## src/sv/lcc_pkg.sv

```systemverilog
// ----------------------------------------------------------------------------
// lcc_pkg: shared types and constants for the line crossing counter
// Item, command and result formats, operation codes and sizing constants.
// ----------------------------------------------------------------------------
package lcc_pkg;

  localparam int MAX_TRACKS     = 64;
  localparam int COORD_BITS     = 10;
  localparam int COUNT_BITS     = 16;
  localparam int FRAME_BITS     = 10;
  localparam int MODE_BITS      = 2;
  localparam int TRACK_ID_BITS  = 6;

  localparam int SLOT_BITS      = $clog2(MAX_TRACKS);
  localparam int CENTER_BITS    = COORD_BITS + 1;
  localparam int DIFF_BITS      = CENTER_BITS + 1;
  localparam int PROD_BITS      = 2 * DIFF_BITS;
  localparam int TURN_BITS      = PROD_BITS + 1;

  localparam int NUM_LINES      = 3;
  localparam int LINE_HORIZONTAL = 0;
  localparam int LINE_VERTICAL  = 1;
  localparam int LINE_DIAGONAL  = 2;
  localparam int TURNS_PER_LINE = 4;

  localparam int CMDQ_DEPTH     = 4;
  localparam int RESQ_DEPTH     = 4;
  localparam int RESQ_LEVEL_BITS = $clog2(RESQ_DEPTH + 1);

  localparam logic [FRAME_BITS-1:0] FRAME_RESET = FRAME_BITS'(160);

  localparam logic [MODE_BITS-1:0] MODE_UPDATE = MODE_BITS'(0);
  localparam logic [MODE_BITS-1:0] MODE_FORGET = MODE_BITS'(1);
  localparam logic [MODE_BITS-1:0] MODE_CLEAR  = MODE_BITS'(2);

  typedef enum logic [0:0] {
    REG_FRAME_WIDTH  = 1'b0,
    REG_FRAME_HEIGHT = 1'b1
  } cfg_reg_t;

  typedef enum logic [1:0] {
    OP_UPDATE,
    OP_FORGET,
    OP_CLEAR,
    OP_IDLE
  } op_t;

  typedef enum logic [1:0] {
    TURN_FLAT,
    TURN_POS,
    TURN_NEG
  } turn_t;

  typedef struct packed {
    logic [MODE_BITS-1:0]     mode;
    logic [TRACK_ID_BITS-1:0] track_id;
    logic [COORD_BITS-1:0]    box_x;
    logic [COORD_BITS-1:0]    box_y;
    logic [COORD_BITS-1:0]    box_w;
    logic [COORD_BITS-1:0]    box_h;
  } item_t;

  typedef struct packed {
    logic                  hit_horizontal;
    logic                  hit_vertical;
    logic                  hit_diagonal;
    logic [COUNT_BITS-1:0] horizontal_total;
    logic [COUNT_BITS-1:0] vertical_total;
    logic [COUNT_BITS-1:0] diagonal_total;
  } result_t;

  typedef struct packed {
    logic [CENTER_BITS-1:0] x;
    logic [CENTER_BITS-1:0] y;
  } point_t;

  typedef struct packed {
    op_t                  op;
    logic [SLOT_BITS-1:0] slot;
    point_t               center;
  } cmd_t;

  typedef struct packed {
    logic valid;
    cmd_t cmd;
  } cmd_head_t;

  typedef struct packed {
    logic    valid;
    result_t res;
  } res_push_t;

endpackage

```

## src/sv/lcc_outq.sv

```systemverilog
// ----------------------------------------------------------------------------
// lcc_outq: result queue
// Holds finished results until the consumer pops them and reports its fill
// level so the back end can reserve places ahead of time.
// ----------------------------------------------------------------------------
module lcc_outq (
  input  logic                                clk,
  input  logic                                rst,
  input  lcc_pkg::res_push_t                  res_push,
  output logic                                empty,
  input  logic                                pop,
  output lcc_pkg::result_t                    result,
  output logic [lcc_pkg::RESQ_LEVEL_BITS-1:0] level
);
  import lcc_pkg::*;

  localparam int PTR_BITS = $clog2(RESQ_DEPTH);

  result_t                    queue [RESQ_DEPTH];
  logic [PTR_BITS-1:0]        wr_ptr;
  logic [PTR_BITS-1:0]        rd_ptr;
  logic [RESQ_LEVEL_BITS-1:0] level_next;
  logic                       rd_en;

  assign empty  = level == '0;
  assign rd_en  = pop && !empty;
  assign result = queue[rd_ptr];

  always_comb begin
    level_next = level;
    if (res_push.valid && !rd_en) begin
      level_next = level + RESQ_LEVEL_BITS'(1);
    end else if (rd_en && !res_push.valid) begin
      level_next = level - RESQ_LEVEL_BITS'(1);
    end
  end

  always_ff @(posedge clk) begin
    if (rst) begin
      wr_ptr <= '0;
      rd_ptr <= '0;
      level  <= '0;
    end else begin
      level <= level_next;
      if (res_push.valid) begin
        wr_ptr <= wr_ptr + PTR_BITS'(1);
      end
      if (rd_en) begin
        rd_ptr <= rd_ptr + PTR_BITS'(1);
      end
    end
  end

  always_ff @(posedge clk) begin
    if (res_push.valid) begin
      queue[wr_ptr] <= res_push.res;
    end
  end

endmodule

```

## config.mk

```make
export PLATFORM = sky130hd
export DESIGN_NAME = lcc_outq
export DESIGN_NICKNAME = d
export VERILOG_FILES = /design/src/sv/lcc_pkg.sv /design/src/sv/lcc_outq.sv
export SDC_FILE = /design/constraint.sdc
export NUM_CORES = 1
export LEC_CHECK = 0
export BUFFER_PORTS_ARGS = -buffer_cell sky130_fd_sc_hd__buf_2
export CORE_MARGIN = 3
export CORE_UTILIZATION = 60
export DETAILED_ROUTE_END_ITERATION = 8
export PLACE_DENSITY = 0.83
export SYNTH_ARGS = -nofsm -noshare
export SYNTH_HDL_FRONTEND = slang
export SYNTH_SLANG_ARGS = --single-unit
```

## constraint.sdc

```tcl
create_clock -name clk -period 5.2 [get_ports clk]
set_input_delay 0.26 -clock clk [delete_from_list [all_inputs] [get_ports clk]]
set_output_delay 0.26 -clock clk [all_outputs]
set_load 0.02 [all_outputs]
```

; After elaboration in Yosys (flattened, before gate mapping)
; Memories as Yosys holds them, arrays and structs flattened. A register that Yosys moved wholly into a read port is not among the register bits.
; Cells that the tools add are included.
[classes]
addsub = 4
mul = 0
n_div = 0
order_cmp = 0
n_eq_ne = 0
shifts = 0
mux = 6
bitwise_logic = 0
n_reduce_logical = 8
[op_table]
columns = cell, n
row1 = $mux 3, 2
row2 = $add 2x1->2 const B, 2
row3 = $mux 2, 2
row4 = $add 3x1->3 const B, 1
row5 = $logic_and 1x1->1, 3
row6 = $logic_not 1->1, 3
row7 = $logic_not 3->1, 1
row8 = $sub 3x1->3 const B, 1
row9 = $mux 1, 2
row10 = $reduce_bool 2->1, 1
[totals]
regBits = 7
latch_bits = 0
mem_bits_rw = 204
rom_bits = 0
input_bits = 55
output_inout_bits = 55
wordCells = 22
memories = 1
[mem_list]
columns = memory, words, word_bits, rd, rd_ports_with_merged_regs, write_ports, line
row1 = queue, 4, 51, 1, 1, 1, lcc_outq.sv:19  ; result_t queue [RESQ_DEPTH];

; Depth between registers and ports, before layout
[logic_depth]
depth_word = 6
ltp_mapped = 7
depth_no_buf = 7

; Worst setup path before layout
; Ideal clock, no wire load.
[synth_path]
path_type = register -> register
startpoint = reg wr_ptr[0]
endpoint = mem queue[2][0] (netlist name) (enable)
setup_time_ns = 0.414
t_arrival_ns = 1.757
slack_ns = 3.029
stages_incl_launch_ff = 4
path_buffers = 0
path_cell_list = dfxtp_1 -> inv_1 -> ha_1 -> and2_1
[synth_rtl]
columns = element, line
row1 = start: declaration, lcc_outq.sv:20  ; logic [PTR_BITS-1:0] wr_ptr;
row2 = start signal: assignment, lcc_outq.sv:46  ; wr_ptr <= wr_ptr + PTR_BITS'(1);
row3 = end: declaration, lcc_outq.sv:19
; No word-level cell before the write port.

==> metrics.txt <==
clock latency at the later pin of the worst-skew pair 0.48 ns; Sw Share 26.3%; VDD IR max 381 uV; Distinct cells, synth 23; fin crit period 2.62 ns; RSZ-0062 raised after global routing no; largest family of logic cells by synthesized area multiplexers; Slowest-stage cell, CP dfxtp_4; total wire length 14,200 um; vias in the first global route 4,120; Routed wire per std cell 21.5 um; Combinational Power Share 20.4%; Die ar. 14,500 sq um; Pint 3350 uW; clk slew on worst S/H paths 0.06 ns; worst hold path startpoint res_push[17]; Yosys Warn Count 0; Syn-to-layout area delta 22.4%; Clock Power Share 32.4%; largest net degree at the start of global routing 52; startpoint types register; CTS Buf Count 21; Avg Inst Size Synth 25.3 sq um; sequential share of the synthesized area 80.3%; layout cells sized above 1 39.8%; via count 3,777; Worst EP required 4.94 ns; Post-synth EDFFs 204; GPL Wtd Cong 0.687; Least-Margin Pin Slew 1.02 ns; multiplexer share of the synthesized area 14.9%; Hold/Removal Path Class in -> reg; crit path capture type primary output; adder and majority gate portion of the synthesized area 1.05%; First DRT Iteration DRCs 265; Final period util 50.3%; power per cell area 473 nW/um^2; complex-gate fraction of the synthesized area 0.335%; Primary FF master, synth edfxtp_1; # rows 41; RR Startpoint level[0]; num ports 110; worst path arrival time 2.36 ns; Synth Area in XOR/XNOR 0.558%; drt first pass iters 4; Worst slew margin 32.2%; Initial Util 61.7%; diodes inserted 0; commonest non-fill, non-tap cell in the layout edfxtp_1; sequence of cells on the critical path mux4_2 -> buf_2; Final TNS setup 0 ns; CP peak stage delay 1.02 ns; H-tree Lvls 1; antenna violations before repair 0; Switch Pwr 1190 uW; clock skew 0.0105 ns; Placed Area 8510 sq um; Lkg Pwr 0.00330 uW; Final setup viols 0; CTS tree yes; Final Cell Area 9610 sq um; drt via density 5.71; synthesized instance count 310; final-report max-slew violation count 0; post-CTS setup buffer count 0; sequential share of power 47.2%; Die Wd 120 um; clock root cell clkbuf_16; net count after synthesis 371; die height 120 um; simple-gate share of the synthesized area 0.797%; HPWL after detailed placement 7970 um; first-pass GRT wire length 22,900 um; hold_buf cts 42; Clock Path Buffers 3; GRT overflow 0; CTS-repair resized insts 0; commonest non-fill, non-tap cells in the layout edfxtp_1, buf_2, mux4_2; Max Cap Viol 0; ys async rst share 0%; ANT nets after route 0; final routed DRC violation total 0; synthesized cell area 7850 sq um; NumNets Final 537; WHS 0.0103 ns; Max FO, Critical Path 51; Floorplan Core Area 12,700 sq um; Final WS setup 2.58 ns; GRT Resource Usage Total 20.7%; Worst Setup Path Type reg -> out; Final Hold Vio Count 0; flops & latches, synth 213; f_max 382 MHz; CTS Sinks 213; # port buffers 109; post-place setup slack 2.96 ns; status finished, final reports clean
[cells in the mapped netlist, types with 2 or more instances]
master / number / area (sq um)
edfxtp_1: 204 / 6130
mux4_2: 50 / 1130
dfxtp_1: 9 / 180
nor2_1: 7 / 26.3
buf_12: 5 / 100
buf_2: 5 / 25.0
ha_1: 5 / 62.6
and2_1: 4 / 25.0
xor2_1: 4 / 35.0
inv_1: 3 / 11.3
mux2i_1: 2 / 20.0
[layout make-up]
class	instances	area, sq um
repair buffers	156	1000
clock buffers	30	569
multi-input cells	81	1390
flip-flops and latches	213	6310
inverters	3	11.3
clock inverters	7	105
well taps	172	215
fillers	735	3110
[cell families after synthesis]
group,Yosys count
compound gates,4
xor+xnor,5
fa+ha+maj,6
buf+inv,16
flops,213
mux,53
simple gates,13
[registers in the layout, indices dropped and copies added, names as in the netlist, named ones only]
name and cells:
rd_ptr 2, level 3, wr_ptr 2, queue 204
[routing by layer]
| layer | part of all wire (%) | up-vias | GRT usage [%] |
|---|---|---|---|
| li1 | - | 1643 | - |
| met1 | 40 | 1968 | 27.8 |
| met2 | 52 | 138 | 35.2 |
| met3 | 5.9 | 28 | 4.12 |
| met4 | 2.4 | 0 | 5.95 |
| met5 | 0 | - | 0 |
[stage by stage]
stage	power (uW)	util (%)	instances
floorplan	2870	-	310
global placement	3070	66.9	583
detailed placement	3090	66.9	583
CTS	4590	75.5	662
global route	4720	75.5	662
finish	4540	75.5	662
[path summary, 6_finish.rpt]
path | to | slack (ns) | cells after the start
setup / recovery | result[34] | 2.58 | 2
hold / removal | queue[3][17] | 0.01 | 1
setup reg to reg | level[2] | 2.95 | 7
hold reg to reg | register | 0.56 | 2
[worst max-delay path: cells and delay by family (launching register included)]
family	cells	cell delay, ns
buf+inv	1	0.19
flops	1	1.02
mux	1	0.64
[power by group through the flow]
stage               clock [uW]  sequential [uW]  combinational (uW)
floorplan                    0             2060                 818
global placement             0             2180                 885
detailed placement           0             2190                 904
CTS                       1500             2150                 937
global route              1560             2170                 983
finish                    1470             2140                 928
Note: power is estimated with default switching activity, not from simulation.
