File: config.mk
export PLATFORM = sky130hd
export DESIGN_NAME = lcc_front
export DESIGN_NICKNAME = d
export VERILOG_FILES = /design/src/sv/lcc_pkg.sv /design/src/sv/lcc_front.sv
export SDC_FILE = /design/constraint.sdc
export NUM_CORES = 1
export LEC_CHECK = 0
export ABC_AREA = 1
export BUFFER_PORTS_ARGS = -buffer_cell sky130_fd_sc_hd__buf_4
export CAP_MARGIN = 20
export CORE_ASPECT_RATIO = 0.5
export CORE_MARGIN = 1.5
export CORE_UTILIZATION = 34
export CTS_BUF_LIST = sky130_fd_sc_hd__clkbuf_8
export CTS_CLUSTER_SIZE = 28
export DETAILED_ROUTE_END_ITERATION = 8
export PLACE_DENSITY = 0.52
export SLEW_MARGIN = 20
export SYNTH_ARGS = -nofsm -noshare
export SYNTH_HDL_FRONTEND = slang
export SYNTH_SLANG_ARGS = --single-unit
File: constraint.sdc
create_clock -name clk -period 5.05 [get_ports clk]
set_clock_uncertainty 0.2 [all_clocks]
set_input_delay 0.7575 -clock clk [delete_from_list [all_inputs] [get_ports clk]]
set_output_delay 0.7575 -clock clk [all_outputs]
set_load 0.005 [all_outputs]
File: src/sv/lcc_pkg.sv
// ----------------------------------------------------------------------------
// lcc_pkg: shared types and constants for the line crossing counter
// Item, command and result formats, operation codes and sizing constants.
// ----------------------------------------------------------------------------
package lcc_pkg;

  localparam int MAX_TRACKS     = 64;
  localparam int COORD_BITS     = 10;
  localparam int COUNT_BITS     = 16;
  localparam int FRAME_BITS     = 10;
  localparam int MODE_BITS      = 2;
  localparam int TRACK_ID_BITS  = 6;

  localparam int SLOT_BITS      = $clog2(MAX_TRACKS);
  localparam int CENTER_BITS    = COORD_BITS + 1;
  localparam int DIFF_BITS      = CENTER_BITS + 1;
  localparam int PROD_BITS      = 2 * DIFF_BITS;
  localparam int TURN_BITS      = PROD_BITS + 1;

  localparam int NUM_LINES      = 3;
  localparam int LINE_HORIZONTAL = 0;
  localparam int LINE_VERTICAL  = 1;
  localparam int LINE_DIAGONAL  = 2;
  localparam int TURNS_PER_LINE = 4;

  localparam int CMDQ_DEPTH     = 4;
  localparam int RESQ_DEPTH     = 4;
  localparam int RESQ_LEVEL_BITS = $clog2(RESQ_DEPTH + 1);

  localparam logic [FRAME_BITS-1:0] FRAME_RESET = FRAME_BITS'(160);

  localparam logic [MODE_BITS-1:0] MODE_UPDATE = MODE_BITS'(0);
  localparam logic [MODE_BITS-1:0] MODE_FORGET = MODE_BITS'(1);
  localparam logic [MODE_BITS-1:0] MODE_CLEAR  = MODE_BITS'(2);

  typedef enum logic [0:0] {
    REG_FRAME_WIDTH  = 1'b0,
    REG_FRAME_HEIGHT = 1'b1
  } cfg_reg_t;

  typedef enum logic [1:0] {
    OP_UPDATE,
    OP_FORGET,
    OP_CLEAR,
    OP_IDLE
  } op_t;

  typedef enum logic [1:0] {
    TURN_FLAT,
    TURN_POS,
    TURN_NEG
  } turn_t;

  typedef struct packed {
    logic [MODE_BITS-1:0]     mode;
    logic [TRACK_ID_BITS-1:0] track_id;
    logic [COORD_BITS-1:0]    box_x;
    logic [COORD_BITS-1:0]    box_y;
    logic [COORD_BITS-1:0]    box_w;
    logic [COORD_BITS-1:0]    box_h;
  } item_t;

  typedef struct packed {
    logic                  hit_horizontal;
    logic                  hit_vertical;
    logic                  hit_diagonal;
    logic [COUNT_BITS-1:0] horizontal_total;
    logic [COUNT_BITS-1:0] vertical_total;
    logic [COUNT_BITS-1:0] diagonal_total;
  } result_t;

  typedef struct packed {
    logic [CENTER_BITS-1:0] x;
    logic [CENTER_BITS-1:0] y;
  } point_t;

  typedef struct packed {
    op_t                  op;
    logic [SLOT_BITS-1:0] slot;
    point_t               center;
  } cmd_t;

  typedef struct packed {
    logic valid;
    cmd_t cmd;
  } cmd_head_t;

  typedef struct packed {
    logic    valid;
    result_t res;
  } res_push_t;

endpackage

File: src/sv/lcc_front.sv
// ----------------------------------------------------------------------------
// lcc_front: request intake and classification
// Forms the box center, turns mode and slot into an operation and buffers
// the commands in a short queue for the back end.
// ----------------------------------------------------------------------------
module lcc_front (
  input  logic               clk,
  input  logic               rst,
  input  logic               push,
  output logic               full,
  input  lcc_pkg::item_t     item,
  output lcc_pkg::cmd_head_t head,
  input  logic               head_pop
);
  import lcc_pkg::*;

  localparam int PTR_BITS   = $clog2(CMDQ_DEPTH);
  localparam int LEVEL_BITS = $clog2(CMDQ_DEPTH + 1);

  cmd_t                  cmd_in;
  logic                  in_range;
  logic                  wr_en;
  logic                  rd_en;
  cmd_t                  queue [CMDQ_DEPTH];
  logic [PTR_BITS-1:0]   wr_ptr;
  logic [PTR_BITS-1:0]   rd_ptr;
  logic [LEVEL_BITS-1:0] level;
  logic [LEVEL_BITS-1:0] level_next;

  always_comb begin
    in_range        = int'(item.track_id) < MAX_TRACKS;
    cmd_in.slot     = SLOT_BITS'(item.track_id);
    cmd_in.center.x = CENTER_BITS'(item.box_x) + CENTER_BITS'(item.box_w >> 1);
    cmd_in.center.y = CENTER_BITS'(item.box_y) + CENTER_BITS'(item.box_h >> 1);
    case (item.mode)
      MODE_UPDATE: begin
        cmd_in.op = in_range ? OP_UPDATE : OP_IDLE;
      end
      MODE_FORGET: begin
        cmd_in.op = in_range ? OP_FORGET : OP_IDLE;
      end
      MODE_CLEAR: begin
        cmd_in.op = OP_CLEAR;
      end
      default: begin
        cmd_in.op = OP_IDLE;
      end
    endcase
  end

  assign full  = level == LEVEL_BITS'(CMDQ_DEPTH);
  assign wr_en = push && !full;
  assign rd_en = head_pop && head.valid;

  assign head.valid = level != '0;
  assign head.cmd   = queue[rd_ptr];

  always_comb begin
    level_next = level;
    if (wr_en && !rd_en) begin
      level_next = level + LEVEL_BITS'(1);
    end else if (rd_en && !wr_en) begin
      level_next = level - LEVEL_BITS'(1);
    end
  end

  always_ff @(posedge clk) begin
    if (rst) begin
      wr_ptr <= '0;
      rd_ptr <= '0;
      level  <= '0;
    end else begin
      level <= level_next;
      if (wr_en) begin
        wr_ptr <= wr_ptr + PTR_BITS'(1);
      end
      if (rd_en) begin
        rd_ptr <= rd_ptr + PTR_BITS'(1);
      end
    end
  end

  always_ff @(posedge clk) begin
    if (wr_en) begin
      queue[wr_ptr] <= cmd_in;
    end
  end

endmodule

### Word level (Yosys, flattened, before mapping)

Memories as Yosys holds them, arrays and structs flattened. A register that Yosys moved wholly into a read port is not among the register bits.
Cells that the tools add are included.

* flip-flop bits (word level): 7
* bits in latches: 0
* bits in writable memories: 120
* memory bits (read-only): 0
* bits of input ports: 52
* output and inout port bits: 32
* logic and storage cells: 30
* memories: 1

* add/subtract/negate cells: 6
* multipliers: 0
* divide/modulo/power cells: 0
* $lt $le $gt $ge: 0
* eq/ne operators: 3
* shift-type cells: 0
* mux-type cells: 7
* bitwise operators: 0
* reduce and logical (&&, ||, !) cells: 10

Memory list
* queue: words 4, bits a word 30, rd ports 1, clocked after memory_dff 1, wr ports 1, line lcc_front.sv:24 `cmd_t queue [CMDQ_DEPTH];`

Operators with widths (count)
* $add 10x9->11: 2
* $mux 3: 2
* $pmux 2 s3: 1
* $add 2x1->2 const B: 2
* $logic_and 1x1->1: 4
* $mux 2: 2
* $add 3x1->3 const B: 1
* $eq 3x3->1 const B: 1
* $logic_not 1->1: 3
* $reduce_bool 3->1: 1
* $sub 3x1->3 const B: 1
* $eq 2x1->1 const B: 1
* $eq 2x2->1 const B: 1
* $logic_not 2->1: 1
* $mux 1: 2
* $reduce_bool 2->1: 1

### Depth between registers and ports, before layout

* depth after elaboration: 7
* mapped depth: 11

### Worst setup path before layout

OpenSTA, ideal clock, no wires.

* path type: input -> register
* start point: in push
* end point: mem queue[0][0] in the netlist's numbering (enable)
* data arrival time: 2133 ps
* data required time: 4433 ps
* slack: 2300 ps
* stages: 2
* buffers on the path: 0
* path through: nand2_2 -> nor2_1

* longest elaborated chain between the ends: 3

RTL lines
* from (decl): line lcc_front.sv:9 `input logic push,`
* $logic_and 1x1->1: line lcc_front.sv:52 `assign wr_en = push && !full;`
* $mux 1: line lcc_front.sv:84 `if (wr_en) begin`
* $mux 1 (not written as such): line lcc_front.sv:85 `queue[wr_ptr] <= cmd_in;`
* to (decl): line lcc_front.sv:24

Every way passes these cells.

==> results.md <==
- Drt first-iter violations: 216
- Crit path setup slack, layout: 1.60 ns
- Final Cycle Share: 68.2%
- Resized Gates After CTS: 0
- Seq/Total Area, Yosys: 64.4%
- Synth Cell Area: 5870 µm²
- Synth-to-Final Area Change: 22.7%
- Core ar.: 16600 µm²
- First-pass GRT wire length: 19000 µm
- Max Cap Viol: 0
- Count of final hold-check violations: 0
- CP max FO: 31
- Clk pwr share: 31.2%
- Number of global-route vias before repair: 3784
- DR vias: 3994
- Switch share: 29.2%
- Internal power: 2.35 mW
- Root Driver: clkbuf_8
- IO Pins: 84
- Wirelength, routed: 12100 µm
- Worst VDD drop: 0.000193 V
- Remaining Overflow, GRT: 0
- Routed len/inst: 14.3 µm
- Fin Setup TNS: 0 ns
- Worst hold path type: reg -> reg
- Chip width: 189 µm
- Crit Path Category: reg -> out
- CTS tree: built
- Largest net degree at the start of global routing: 61
- H-tree Lvls: 4
- Count of final setup violators: 0
- Clock Path Buffers: 2
- Synth Register Bits: 129
- Inserted Diodes: 0
- Gp weighted congestion: 0.768
- Most used cell, CP: buf_4
- CP max-delay cell: inv_1
- Slew @ Worst Pin: 1.09 ns
- Initial Utilization: 35.3%
- Syn nets: 608
- Hold_buf cts: 0
- Cells after Synth: 530
- Rel. slew slack: 27.0%
- CTS sink count: 129
- Post-synth cell types: 31
- Startpoint types: register
- Critical path endpoint category: output pin
- Worst-Skew Late Latency: 0.42 ns
- R2R Path Start: level[1]$_SDFFE_PP0P_
- Pre-CTS worst setup slack: 2.09 ns
- Die area: 18100 µm²
- Inserted Clock Buffers: 17
- First drt pass iteration count: 7
- Vias/cell: 4.69
- Die height: 95.9 µm
- Final Max Tran Viols: 0
- Worst Path Arrival: 2.49 ns
- Hold Slack: 0.303 ns
- Unrepaired setup endpoints after global routing: false
- Post CTS Setup Buffer Count: 0
- Site Rows: 33
- Layout cells sized above 1: 20.4%
- Synth Warn #: 0
- IO Port Bufs: 81
- Min Tclk post-route: 3.45 ns
- Syn avg cell area: 11.1 µm²
- Dpl hpwl: 7350 µm
- Final nets: 689
- Fill cells: 1555
- Residual DRC: 0
- GR Util All Layers: 13.8%
- PwrDens: 460 nW/µm²
- Maximum clock frequency: 290 MHz
- Reg clk slew, reported paths: 0.07 ns
- Utilization after layout: 43.3%
- CP max stage delay: 0.83 ns
- Placed cell count: 818
- Switching Power: 970 µW
- Sequential Power Share: 41.4%
- Required @ worst endpoint: 4.09 ns
- ANT nets after route: 0
- Static Leakage: 2.88 nW
- Hold path start: rd_ptr[1]$_SDFFE_PP0P_
- Initial antenna violation count: 0
- Post-Layout Cell Count: 851
- Outcome: complete, no violations
- Crit-path cells: buf_4, inv_1, o21ai_0, o22ai_1, buf_4
- Combinational share of power: 27.4%
==> cells in the final DEF (no fill, tap or decap), types with 14 or more instances in the layout <==
cell and n:
nand2_1 80, inv_1 44, buf_4 83, clkbuf_8 17
o21ai_0 56, nand3_1 16, o22ai_1 30, ha_1 23
a21oi_1 14, edfxtp_1 120, nor2_1 75
==> registers in the layout, summed over array words and instances, names as in the netlist, named ones only <==
name	cells
wr_ptr	2
level	3
rd_ptr	2
queue	120
==> cells by family (layout without fill, tap and decap cells) <==
logic type	after synthesis	after routing	share of synthesized area [%]
buf+inv	68	162	4.75
xor+xnor	9	9	1.34
flops	129	129	64.4
compound gates	113	113	10.7
simple gates	185	185	12.8
fa+ha+maj	26	26	5.92
==> through the flow <==
step                      area [µm²]  power (mW)
after CTS                       7180        3.35
after detailed placement        6700        2.31
after global routing            7210        3.51
final                           7210        3.32
after floorplan                 5870        1.91
after global placement          6700        2.30
==> final timing paths <==
check	endpoint	slack (ns)	cells after the start
min reg2reg	rd_ptr[1]$_SDFFE_PP0P_	0.30	2
min	rd_ptr[1]$_SDFFE_PP0P_	0.30	2
max reg2reg	level[2]$_SDFFE_PP0P_	2.75	11
max	head[13]	1.60	5
==> synthesized netlist by cell type (all sizes together) <==
cell type  instances  area share (%)
dfxtp              9             3.1
nand4              2            0.21
nand3             17             1.7
o21ai             62             5.4
buf               10            0.98
xor2               7             1.0
or2                2            0.21
inv               46             2.9
nor3               2            0.17
edfxtp           120              61
xnor2              2            0.30
nor3b              1            0.13
ha                23             4.9
o21bai             3            0.38
a21o               2            0.26
nand2             82             5.4
fa                 3             1.0
a21oi             14             1.2
clkbuf            12            0.83
a211oi             2            0.26
nor2              79             5.0
o22ai             30             3.2
==> area by class of cell <==
type / count / area (µm²) / area share, %
inverter: 46 / 173 / 2.40
sequential: 129 / 3780 / 52.5
multi-input combinational: 333 / 1840 / 25.5
clock inverter: 15 / 240 / 3.33
clock buffer: 17 / 234 / 3.25
timing repair buffer: 84 / 651 / 9.03
tap: 227 / 284 / 3.94
==> power by group through the flow <==
stage | Combinational, mW | Clock, mW | Sequential, mW
after floorplan | 0.523 | 0 | 1.39
after global placement | 0.906 | 0 | 1.40
after detailed placement | 0.916 | 0 | 1.40
after CTS | 0.918 | 1.06 | 1.37
after global routing | 1.02 | 1.10 | 1.38
final | 0.911 | 1.03 | 1.37
==> metal layers <==
| layer | routed length, µm | track usage, % | vias to the layer above |
|---|---|---|---|
| met2 | 5570 | 22.2 | 84 |
| met4 | 121 | 5.16 | 0 |
| met3 | 459 | 3.50 | 9 |
| met1 | 5990 | 18.3 | 1885 |
| met5 | 0 | 0 | - |
| li1 | - | - | 2016 |
==> worst max-delay path, delay by kind of cell, from the launching register on <==
kind                   cells  cell delay (ns)
AOI/OAI and AO/OA          2             0.52
buffers and inverters      3             1.23
DFF                        1             0.30
Note: power is estimated with default switching activity, not from simulation.
